--- config.mk ---
export PLATFORM = sky130hd
export DESIGN_NAME = energy_vad_sentence_break
export DESIGN_NICKNAME = d
export VERILOG_FILES = /design/src/sv/evsb_pkg.sv /design/src/sv/evsb_regs.sv /design/src/sv/evsb_energy.sv /design/src/sv/energy_vad_sentence_break.sv
export SDC_FILE = /design/constraint.sdc
export NUM_CORES = 2
export LEC_CHECK = 0
export CAP_MARGIN = 10
export CELL_PAD_IN_SITES_DETAIL_PLACEMENT = 0
export CELL_PAD_IN_SITES_GLOBAL_PLACEMENT = 2
export CORE_MARGIN = 4
export CORE_UTILIZATION = 38
export DETAILED_ROUTE_END_ITERATION = 7
export DONT_BUFFER_PORTS = 1
export PLACE_DENSITY = 0.88
export SLEW_MARGIN = 40
export SYNTH_ARGS = -nofsm -noshare
export SYNTH_HDL_FRONTEND = slang
export SYNTH_SLANG_ARGS = --single-unit
--- constraint.sdc ---
create_clock -name i_clk -period 13.8 [get_ports i_clk]
set_clock_uncertainty 0.2 [all_clocks]
set_input_delay 2.76 -clock i_clk [delete_from_list [all_inputs] [get_ports i_clk]]
set_output_delay 2.76 -clock i_clk [all_outputs]
set_load 0.005 [all_outputs]
--- src/sv/evsb_pkg.sv ---
// ----------------------------------------------------------------------------
// evsb_pkg
// Shared types and constants of the energy voice activity detector.
// ----------------------------------------------------------------------------
package evsb_pkg;

    localparam int MAX_CHUNK_SAMPLES = 2048;
    localparam int CNT_W             = $clog2(MAX_CHUNK_SAMPLES + 1);
    localparam int SAMPLE_W          = 16;
    localparam int MS_W              = 10;
    localparam int TIME_W            = 16;
    localparam int THR_W             = 16;
    localparam int SQ_W              = 2 * SAMPLE_W;
    localparam int THR2_W            = 2 * THR_W;
    localparam int SUM_W             = 43;
    localparam int TACC_W            = THR2_W + CNT_W;
    localparam int APB_DATA_W        = 32;
    localparam int APB_ADDR_W        = 4;

    localparam logic [THR_W-1:0]  RMS_LEVEL_RESET   = 16'd400;
    localparam logic [TIME_W-1:0] PAUSE_LIMIT_RESET = 16'd600;
    localparam logic [TIME_W-1:0] MAX_SPEECH_RESET  = 16'd8000;
    localparam logic [TIME_W-1:0] TIME_MAX          = '1;

    typedef enum logic [1:0] {
        REG_VAD_ENABLE,
        REG_RMS_LEVEL,
        REG_PAUSE_LIMIT,
        REG_MAX_SPEECH
    } t_reg_idx;

    typedef struct packed {
        logic              vad_enable;
        logic [THR_W-1:0]  rms_level;
        logic [TIME_W-1:0] pause_limit_ms;
        logic [TIME_W-1:0] max_speech_ms;
    } t_cfg;

    typedef struct packed {
        logic            chunk_end;
        logic [MS_W-1:0] chunk_ms;
        logic            has_text;
    } t_tag;

    typedef struct packed {
        logic valid;
        t_tag tag;
        logic silent;
    } t_chunk;

endpackage

--- src/sv/evsb_regs.sv ---
// ----------------------------------------------------------------------------
// evsb_regs
// Configuration register file behind an APB-style port.
// ----------------------------------------------------------------------------
module evsb_regs (
    input  logic                            i_clk,
    input  logic                            i_rst_n,
    input  logic                            psel,
    input  logic                            penable,
    input  logic                            pwrite,
    input  logic [evsb_pkg::APB_ADDR_W-1:0] paddr,
    input  logic [evsb_pkg::APB_DATA_W-1:0] pwdata,
    output logic [evsb_pkg::APB_DATA_W-1:0] prdata,
    output logic                            pready,
    output evsb_pkg::t_cfg                  o_cfg
);
    import evsb_pkg::*;

    t_cfg     r_cfg;
    t_reg_idx w_idx;
    logic     w_wr;

    assign pready = 1'b1;
    assign w_idx  = t_reg_idx'(paddr[3:2]);
    assign w_wr   = psel && penable && pwrite && pready;
    assign o_cfg  = r_cfg;

    always_ff @(posedge i_clk) begin
        if (!i_rst_n) begin
            r_cfg.vad_enable     <= 1'b0;
            r_cfg.rms_level      <= RMS_LEVEL_RESET;
            r_cfg.pause_limit_ms <= PAUSE_LIMIT_RESET;
            r_cfg.max_speech_ms  <= MAX_SPEECH_RESET;
        end else if (w_wr) begin
            case (w_idx)
                REG_VAD_ENABLE:  r_cfg.vad_enable     <= pwdata[0];
                REG_RMS_LEVEL:   r_cfg.rms_level      <= pwdata[THR_W-1:0];
                REG_PAUSE_LIMIT: r_cfg.pause_limit_ms <= pwdata[TIME_W-1:0];
                REG_MAX_SPEECH:  r_cfg.max_speech_ms  <= pwdata[TIME_W-1:0];
                default: ;
            endcase
        end
    end

    always_comb begin
        case (w_idx)
            REG_VAD_ENABLE:  prdata = APB_DATA_W'(r_cfg.vad_enable);
            REG_RMS_LEVEL:   prdata = APB_DATA_W'(r_cfg.rms_level);
            REG_PAUSE_LIMIT: prdata = APB_DATA_W'(r_cfg.pause_limit_ms);
            REG_MAX_SPEECH:  prdata = APB_DATA_W'(r_cfg.max_speech_ms);
            default:         prdata = '0;
        endcase
    end

endmodule

--- src/sv/evsb_energy.sv ---
// ----------------------------------------------------------------------------
// evsb_energy
// Squares samples, accumulates chunk energy against the scaled threshold
// and classifies each finished chunk as silent or loud.
// ----------------------------------------------------------------------------
module evsb_energy (
    input  logic                          i_clk,
    input  logic                          i_rst_n,
    input  logic                          i_adv,
    input  logic                          i_valid,
    input  evsb_pkg::t_tag                i_tag,
    input  logic [evsb_pkg::SAMPLE_W-1:0] i_sample,
    input  logic [evsb_pkg::THR_W-1:0]    i_rms_level,
    output evsb_pkg::t_chunk              o_chunk
);
    import evsb_pkg::*;

    logic [SAMPLE_W-1:0] w_mag;

    logic                r_s1_valid;
    t_tag                r_s1_tag;
    logic [SQ_W-1:0]     r_s1_sq;
    logic [THR2_W-1:0]   r_s1_thr2;

    logic [SUM_W-1:0]    r_sum;
    logic [TACC_W-1:0]   r_tacc;
    logic [CNT_W-1:0]    r_count;
    logic                w_take;
    logic [SUM_W-1:0]    n_sum;
    logic [TACC_W-1:0]   n_tacc;
    logic [CNT_W-1:0]    n_count;

    logic                r_s2_valid;
    t_tag                r_s2_tag;
    logic [SUM_W-1:0]    r_s2_sum;
    logic [TACC_W-1:0]   r_s2_tacc;

    t_chunk              r_s3;

    assign w_mag = i_sample[SAMPLE_W-1] ? (~i_sample + 1'b1) : i_sample;

    always_ff @(posedge i_clk) begin
        if (!i_rst_n) begin
            r_s1_valid <= 1'b0;
        end else if (i_adv) begin
            r_s1_valid <= i_valid;
        end
        if (i_adv) begin
            r_s1_tag  <= i_tag;
            r_s1_sq   <= SQ_W'(w_mag) * SQ_W'(w_mag);
            r_s1_thr2 <= THR2_W'(i_rms_level) * THR2_W'(i_rms_level);
        end
    end

    assign w_take  = r_count < CNT_W'(MAX_CHUNK_SAMPLES);
    assign n_sum   = w_take ? r_sum + SUM_W'(r_s1_sq) : r_sum;
    assign n_tacc  = w_take ? r_tacc + TACC_W'(r_s1_thr2) : r_tacc;
    assign n_count = w_take ? r_count + 1'b1 : r_count;

    always_ff @(posedge i_clk) begin
        if (!i_rst_n) begin
            r_sum      <= '0;
            r_tacc     <= '0;
            r_count    <= '0;
            r_s2_valid <= 1'b0;
        end else if (i_adv) begin
            r_s2_valid <= r_s1_valid;
            if (r_s1_valid) begin
                if (r_s1_tag.chunk_end) begin
                    r_sum   <= '0;
                    r_tacc  <= '0;
                    r_count <= '0;
                end else begin
                    r_sum   <= n_sum;
                    r_tacc  <= n_tacc;
                    r_count <= n_count;
                end
            end
        end
        if (i_adv) begin
            r_s2_tag  <= r_s1_tag;
            r_s2_sum  <= n_sum;
            r_s2_tacc <= n_tacc;
        end
    end

    always_ff @(posedge i_clk) begin
        if (!i_rst_n) begin
            r_s3.valid <= 1'b0;
        end else if (i_adv) begin
            r_s3.valid <= r_s2_valid;
        end
        if (i_adv) begin
            r_s3.tag    <= r_s2_tag;
            r_s3.silent <= TACC_W'(r_s2_sum) < r_s2_tacc;
        end
    end

    assign o_chunk = r_s3;

    a_count_bound: assert property (@(posedge i_clk) disable iff (!i_rst_n)
        r_count <= CNT_W'(MAX_CHUNK_SAMPLES))
        else $error("chunk sample count beyond its limit");

    a_clear_after_end: assert property (@(posedge i_clk) disable iff (!i_rst_n)
        (i_adv && r_s1_valid && r_s1_tag.chunk_end) |=> (r_count == '0 && r_sum == '0))
        else $error("accumulators not cleared after chunk end");

    a_hold_on_stall: assert property (@(posedge i_clk) disable iff (!i_rst_n)
        !i_adv |=> $stable(r_count) && $stable(r_s3))
        else $error("pipeline moved while held");

endmodule

--- src/sv/energy_vad_sentence_break.sv ---
// ----------------------------------------------------------------------------
// energy_vad_sentence_break
// Energy voice activity detector that classifies audio chunks and decides
// sentence breaks from accumulated silence and speech time.
// ----------------------------------------------------------------------------
// A result word passes the input register, then the square, accumulate, compare
// and time update steps after the chunk's last sample is accepted.
// Throughput: one sample word per cycle; the input stalls only while a
// finished result is held at the output and another chunk end is ready.
// Reset is synchronous and active low; it clears the pipeline, the chunk
// accumulators and both time counters and loads the register defaults.
// ----------------------------------------------------------------------------
module energy_vad_sentence_break (
    input  logic                            i_clk,
    input  logic                            i_rst_n,
    input  logic                            i_in_valid,
    output logic                            o_in_stall,
    input  logic [evsb_pkg::SAMPLE_W-1:0]   i_sample,
    input  logic                            i_chunk_end,
    input  logic [evsb_pkg::MS_W-1:0]       i_chunk_ms,
    input  logic                            i_has_text,
    output logic                            o_out_valid,
    input  logic                            i_out_stall,
    output logic                            o_chunk_silent,
    output logic                            o_sentence_break,
    output logic [evsb_pkg::TIME_W-1:0]     o_silence_time,
    output logic [evsb_pkg::TIME_W-1:0]     o_speech_time,
    input  logic                            psel,
    input  logic                            penable,
    input  logic                            pwrite,
    input  logic [evsb_pkg::APB_ADDR_W-1:0] paddr,
    input  logic [evsb_pkg::APB_DATA_W-1:0] pwdata,
    output logic [evsb_pkg::APB_DATA_W-1:0] prdata,
    output logic                            pready
);
    import evsb_pkg::*;

    t_cfg                w_cfg;
    logic                w_adv;
    logic                w_load;

    logic                r_s0_valid;
    t_tag                r_s0_tag;
    logic [SAMPLE_W-1:0] r_s0_sample;
    t_chunk              w_chunk;

    logic [TIME_W-1:0]   r_sil;
    logic [TIME_W-1:0]   r_sp;
    logic [TIME_W:0]     w_sil_sum;
    logic [TIME_W:0]     w_sp_sum;
    logic [TIME_W-1:0]   n_sil;
    logic [TIME_W-1:0]   n_sp;
    logic                n_brk;

    logic                r_out_valid;
    logic                r_out_silent;
    logic                r_out_brk;
    logic [TIME_W-1:0]   r_out_sil;
    logic [TIME_W-1:0]   r_out_sp;

    evsb_regs u_regs (
        .i_clk   (i_clk),
        .i_rst_n (i_rst_n),
        .psel    (psel),
        .penable (penable),
        .pwrite  (pwrite),
        .paddr   (paddr),
        .pwdata  (pwdata),
        .prdata  (prdata),
        .pready  (pready),
        .o_cfg   (w_cfg)
    );

    assign w_adv      = !(w_chunk.valid && w_chunk.tag.chunk_end && r_out_valid && i_out_stall);
    assign o_in_stall = !w_adv;
    assign w_load     = w_adv && w_chunk.valid && w_chunk.tag.chunk_end;

    always_ff @(posedge i_clk) begin
        if (!i_rst_n) begin
            r_s0_valid <= 1'b0;
        end else if (w_adv) begin
            r_s0_valid <= i_in_valid;
        end
        if (w_adv) begin
            r_s0_tag.chunk_end <= i_chunk_end;
            r_s0_tag.chunk_ms  <= i_chunk_ms;
            r_s0_tag.has_text  <= i_has_text;
            r_s0_sample        <= i_sample;
        end
    end

    evsb_energy u_energy (
        .i_clk       (i_clk),
        .i_rst_n     (i_rst_n),
        .i_adv       (w_adv),
        .i_valid     (r_s0_valid),
        .i_tag       (r_s0_tag),
        .i_sample    (r_s0_sample),
        .i_rms_level (w_cfg.rms_level),
        .o_chunk     (w_chunk)
    );

    assign w_sil_sum = {1'b0, r_sil} + (TIME_W+1)'(w_chunk.tag.chunk_ms);
    assign w_sp_sum  = {1'b0, r_sp} + (TIME_W+1)'(w_chunk.tag.chunk_ms);

    always_comb begin
        if (w_chunk.silent) begin
            n_sil = w_sil_sum[TIME_W] ? TIME_MAX : w_sil_sum[TIME_W-1:0];
            n_sp  = r_sp;
        end else begin
            n_sil = '0;
            n_sp  = w_sp_sum[TIME_W] ? TIME_MAX : w_sp_sum[TIME_W-1:0];
        end
        n_brk = w_cfg.vad_enable && w_chunk.tag.has_text &&
                (n_sil >= w_cfg.pause_limit_ms || n_sp >= w_cfg.max_speech_ms);
    end

    always_ff @(posedge i_clk) begin
        if (!i_rst_n) begin
            r_sil       <= '0;
            r_sp        <= '0;
            r_out_valid <= 1'b0;
        end else if (w_load) begin
            r_sil       <= n_brk ? '0 : n_sil;
            r_sp        <= n_brk ? '0 : n_sp;
            r_out_valid <= 1'b1;
        end else if (!i_out_stall) begin
            r_out_valid <= 1'b0;
        end
        if (w_load) begin
            r_out_silent <= w_chunk.silent;
            r_out_brk    <= n_brk;
            r_out_sil    <= n_sil;
            r_out_sp     <= n_sp;
        end
    end

    assign o_out_valid      = r_out_valid;
    assign o_chunk_silent   = r_out_silent;
    assign o_sentence_break = r_out_brk;
    assign o_silence_time   = r_out_sil;
    assign o_speech_time    = r_out_sp;

    a_break_clears: assert property (@(posedge i_clk) disable iff (!i_rst_n)
        (w_load && n_brk) |=> (r_sil == '0 && r_sp == '0))
        else $error("times not cleared after a sentence break");

    a_loud_no_silence: assert property (@(posedge i_clk) disable iff (!i_rst_n)
        (o_out_valid && !o_chunk_silent) |-> (o_silence_time == '0))
        else $error("loud chunk reported with silence time");

    a_break_needs_enable: assert property (@(posedge i_clk) disable iff (!i_rst_n)
        (w_load && n_brk) |-> w_cfg.vad_enable)
        else $error("sentence break while detector disabled");

    a_stall_cause: assert property (@(posedge i_clk) disable iff (!i_rst_n)
        o_in_stall |-> (o_out_valid && i_out_stall))
        else $error("input stalled without a held result");

endmodule
==> reports/qor_table.md <==
| Group | Metric | This run |
|:---|:---|:---|
| floorplanning | Top Ports | 140 |
| timing | Number of max-slew violations in the final report | 0 |
| worst setup path | Sort of element at the start of the critical path | register |
| hold path | Launch instance of the worst min-delay path | u_energy.r_s1_tag[1] |
| cells and area | Share of cells above drive strength 1 | 4.55% |
| clock tree | Largest buffer count on any clock path | 3 |
| worst setup path | Critical path required time | 13,960 ps |
| timing | Pin slew with the least headroom to its limit | 852 ps |
| timing | Count of endpoints failing setup in the final report | 0 |
| floorplanning | Initial core utilization | 38.3% |
| floorplanning | Area of the die | 102,000 µm² |
| drt | Number of vias per cell | 5.16 |
| worst setup path | CP Max Fanout | 17 |
| floorplanning | Width of the die | 320 µm |
| synth | Commonest register cell after synthesis | sky130_fd_sc_hd__edfxtp_1 |
| cells and area | Most common cell after layout, fill and taps aside | sky130_fd_sc_hd__inv_1 |
| cells and area | Nets@finish | 4,667 |
| power and ir drop | Sum of internal, switching and leakage power | 7.77 mW |
| synth | Fraction of registers with async set or reset after synthesis | 0% |
| worst setup path | Critical setup path kind | register to register |
| synth | Cell variety after synth | 82 |
| clock tree | Clock root buffer master | sky130_fd_sc_hd__clkbuf_16 |
| drt | Iteration-0 DRC Markers | 1,757 |
| placement | Detailed-placement wirelength estimate | 66.2 mm |
| global routing | Global routing usage summed across all routing layers | 17.2% |
| synth | Yosys reg bits | 433 |
| timing | Worst hold margin | 216 ps |
| clock tree | Setup Buffers After CTS | 0 |
| clock tree | Max H-tree Level | 2 |
| global routing | Antenna violations before repair | 4 |
| floorplanning | Floorplan Core Area | 96,700 µm² |
| placement | Area post-placement | 38,400 µm² |
| cells and area | Commonest cells after routing, fill and taps aside | sky130_fd_sc_hd__inv_1 (609), sky130_fd_sc_hd__nand2_1 (437), sky130_fd_sc_hd__ha_1 (354) |
| run | Number of maximum-capacitance violations | 0 |
| worst setup path | Crit path largest cell delay | 560 ps |
| timing | RSZ-0062 raised after global routing | no |
| hold path | Type of the worst min-delay path | register to register |
| cells and area | Final std cells w/o fill | 5,231 |
| global routing | Number of global-route vias before repair | 26,828 |
| timing | Setup TNS after final layout | 0 ps |
| placement | Count of port buffers added during placement | 0 |
| cells and area | Final design area excluding fillers | 40,200 µm² |
| drt | Initial DRT Pass Iterations | 5 |
| cells and area | P&R area growth vs syn | 8.62% |
| synth | Proportion of synthesized chip area in sequential cells | 30.1% |
| synth | Warnings, synthesis | 0 |
| floorplanning | Die span in y | 320 µm |
| clock tree | Clock latency reported for the late side of the worst-skew pair | 630 ps |
| global routing | Wire length of the first global-routing pass | 144 mm |
| synth | Mapped Avg Cell Area | 9.34 µm² |
| synth | Count of flip-flops with a built-in enable after synthesis | 248 |
| floorplanning | Cell row count | 114 |
| power and ir drop | Total power per unit cell area | 193 nW/µm² |
| run status | Run status | completed |
| timing | Worst slew slack as a fraction of its limit | 43.2% |
| global routing | GR Overflow Total | 0 |
| worst setup path | Data arrival at the endpoint of the critical path | 9530 ps |
| worst setup path | Number of buffer and inverter instances along the worst setup path | 7 |
| power and ir drop | Leakage power total | 18.4 nW |
| synth | Count of mapped cells out of synthesis | 3,964 |
| drt | Total routed wirelength | 88.2 mm |
| drt | Antenna Violating Nets Remaining | 0 |
| clock tree | Post-cts hold buffer count | 0 |
| power and ir drop | Peak supply drop | 434 µV |
| worst setup path | Family with the most delay on the worst path | adder cells |
| timing | Share of the clock period used by the worst path after layout | 67.8% |
| worst setup path | Critical Path Start | r_s0_sample[0] |
| timing | Highest clock rate | 0.107 GHz |
| clock tree | Clock tree from TritonCTS | built |
| timing | Time the worst path needs with I/O delays and setup | 9360 ps |
| global routing | Largest net degree at the start of global routing | 158 |
| placement | Gp weighted congestion | 0.861 |
| drt | Routed vias | 26,974 |
| worst setup path | Beginning of the worst register-to-register path | r_s0_sample[0] |
| clock tree | Clock-pin slew on the worst setup and hold paths | 60 ps |
| worst setup path | CP max-delay cell | sky130_fd_sc_hd__or4_1 |
| clock tree | # resized after CTS | 0 |
| drt | Routed wirelength normalized by instance count | 16.9 µm |
| synth | Combined area of all synthesized cells | 37,000 µm² |
| timing | Final hold viol count | 0 |
| clock tree | Clock Sink Count | 433 |
| placement | Post-placement cell count | 5,134 |
| worst setup path | Endpoint kind of the worst setup timing path | register |
| drt | DRC errors left | 0 |
| clock tree | Number of buffers created by CTS | 50 |
## where the power goes
part | switching (mW) | internal, mW
Sequential | 0.0548 | 1.74
Clock | 0.593 | 0.851
Combinational | 2.57 | 1.96
Total | 3.22 | 4.55
## flip-flops by register name, summed over array words and instances, names as in the netlist, 14 cells and up
register / flops
r_s0_sample: 16
u_energy.r_s1_sq: 31
r_sp: 16
u_energy.r_tacc: 44
u_energy.r_s1_thr2: 31
o_silence_time: 16
u_energy.r_s2_sum: 43
u_energy.r_sum: 43
u_energy.o_chunk: 14
o_speech_time: 16
u_regs.o_cfg: 49
u_energy.r_s2_tacc: 44
r_sil: 16
## logic make-up after synthesis
kind of cell | share of synthesized area [%]
AO/OA/AOI/OAI | 14.6
XOR/XNOR | 4.00
adder cells (fa/ha/maj) | 29.9
buffers and inverters | 8.14
flip-flops | 30.1
multiplexers | 0.416
other | 0.0203
AND/OR/NAND/NOR | 12.9
## metrics by stage
step | worst slack, ps | util (%)
after detailed placement | 4160 | 39.7
final | 4440 | 41.6
after global routing | 3980 | 41.6
after floorplan | 119 | -
after global placement | 4140 | 39.6
after CTS | 4160 | 41.5
## per-layer routing
layer | GRT usage [%] | vias to the layer above | part of all wire [%]
met5 | 0 | - | 0
met2 | 27.8 | 457 | 46
met3 | 1.87 | 94 | 3.9
met1 | 25.0 | 13217 | 48
met4 | 4.04 | 0 | 2.2
li1 | - | 13206 | -
## worst paths after layout
check | endpoint | slack [ps] | cells after the start
min | u_energy.r_s2_tag[1] | 220 | 0
max | u_energy.r_s1_sq[31] | 4440 | 28
min reg2reg | u_energy.r_s2_tag[1] | 220 | 0
max reg2reg | u_energy.r_s1_sq[31] | 4440 | 28
## cell usage after synthesis (19+ instances only)
master / count / area share (%)
sky130_fd_sc_hd__nand4_1: 44 / 0.74
sky130_fd_sc_hd__ha_1: 354 / 12
sky130_fd_sc_hd__edfxtp_1: 248 / 20
sky130_fd_sc_hd__nor3_1: 38 / 0.51
sky130_fd_sc_hd__a211oi_1: 19 / 0.39
sky130_fd_sc_hd__a21o_1: 99 / 2.0
sky130_fd_sc_hd__a22o_1: 34 / 0.80
sky130_fd_sc_hd__o211ai_1: 36 / 0.73
sky130_fd_sc_hd__a21oi_1: 233 / 3.1
sky130_fd_sc_hd__and3_1: 29 / 0.49
sky130_fd_sc_hd__xor2_1: 64 / 1.5
sky130_fd_sc_hd__inv_1: 610 / 6.2
sky130_fd_sc_hd__nor2b_1: 25 / 0.42
sky130_fd_sc_hd__a22oi_1: 25 / 0.51
sky130_fd_sc_hd__and2_1: 69 / 1.2
sky130_fd_sc_hd__xnor2_1: 102 / 2.4
sky130_fd_sc_hd__a31oi_1: 32 / 0.54
sky130_fd_sc_hd__dfxtp_1: 185 / 10
sky130_fd_sc_hd__fa_1: 331 / 18
sky130_fd_sc_hd__clkbuf_1: 141 / 1.4
sky130_fd_sc_hd__nand2b_1: 23 / 0.39
sky130_fd_sc_hd__o21ai_0: 200 / 2.7
sky130_fd_sc_hd__nand3_1: 53 / 0.72
sky130_fd_sc_hd__o21bai_1: 21 / 0.43
sky130_fd_sc_hd__nand2_1: 439 / 4.5
sky130_fd_sc_hd__nor2_1: 236 / 2.4
sky130_fd_sc_hd__o31ai_1: 24 / 0.49
## cell type report
class / count / area (µm²)
clock inverters: 24 / 354
fillers: 9578 / 56500
repair buffers: 35 / 299
multi-input cells: 2773 / 23000
inverters: 618 / 2320
clock buffers: 70 / 1440
diodes: 2 / 5.00
well taps: 1276 / 1600
flip-flops and latches: 433 / 11200
Power figures use the tool's default switching activity.
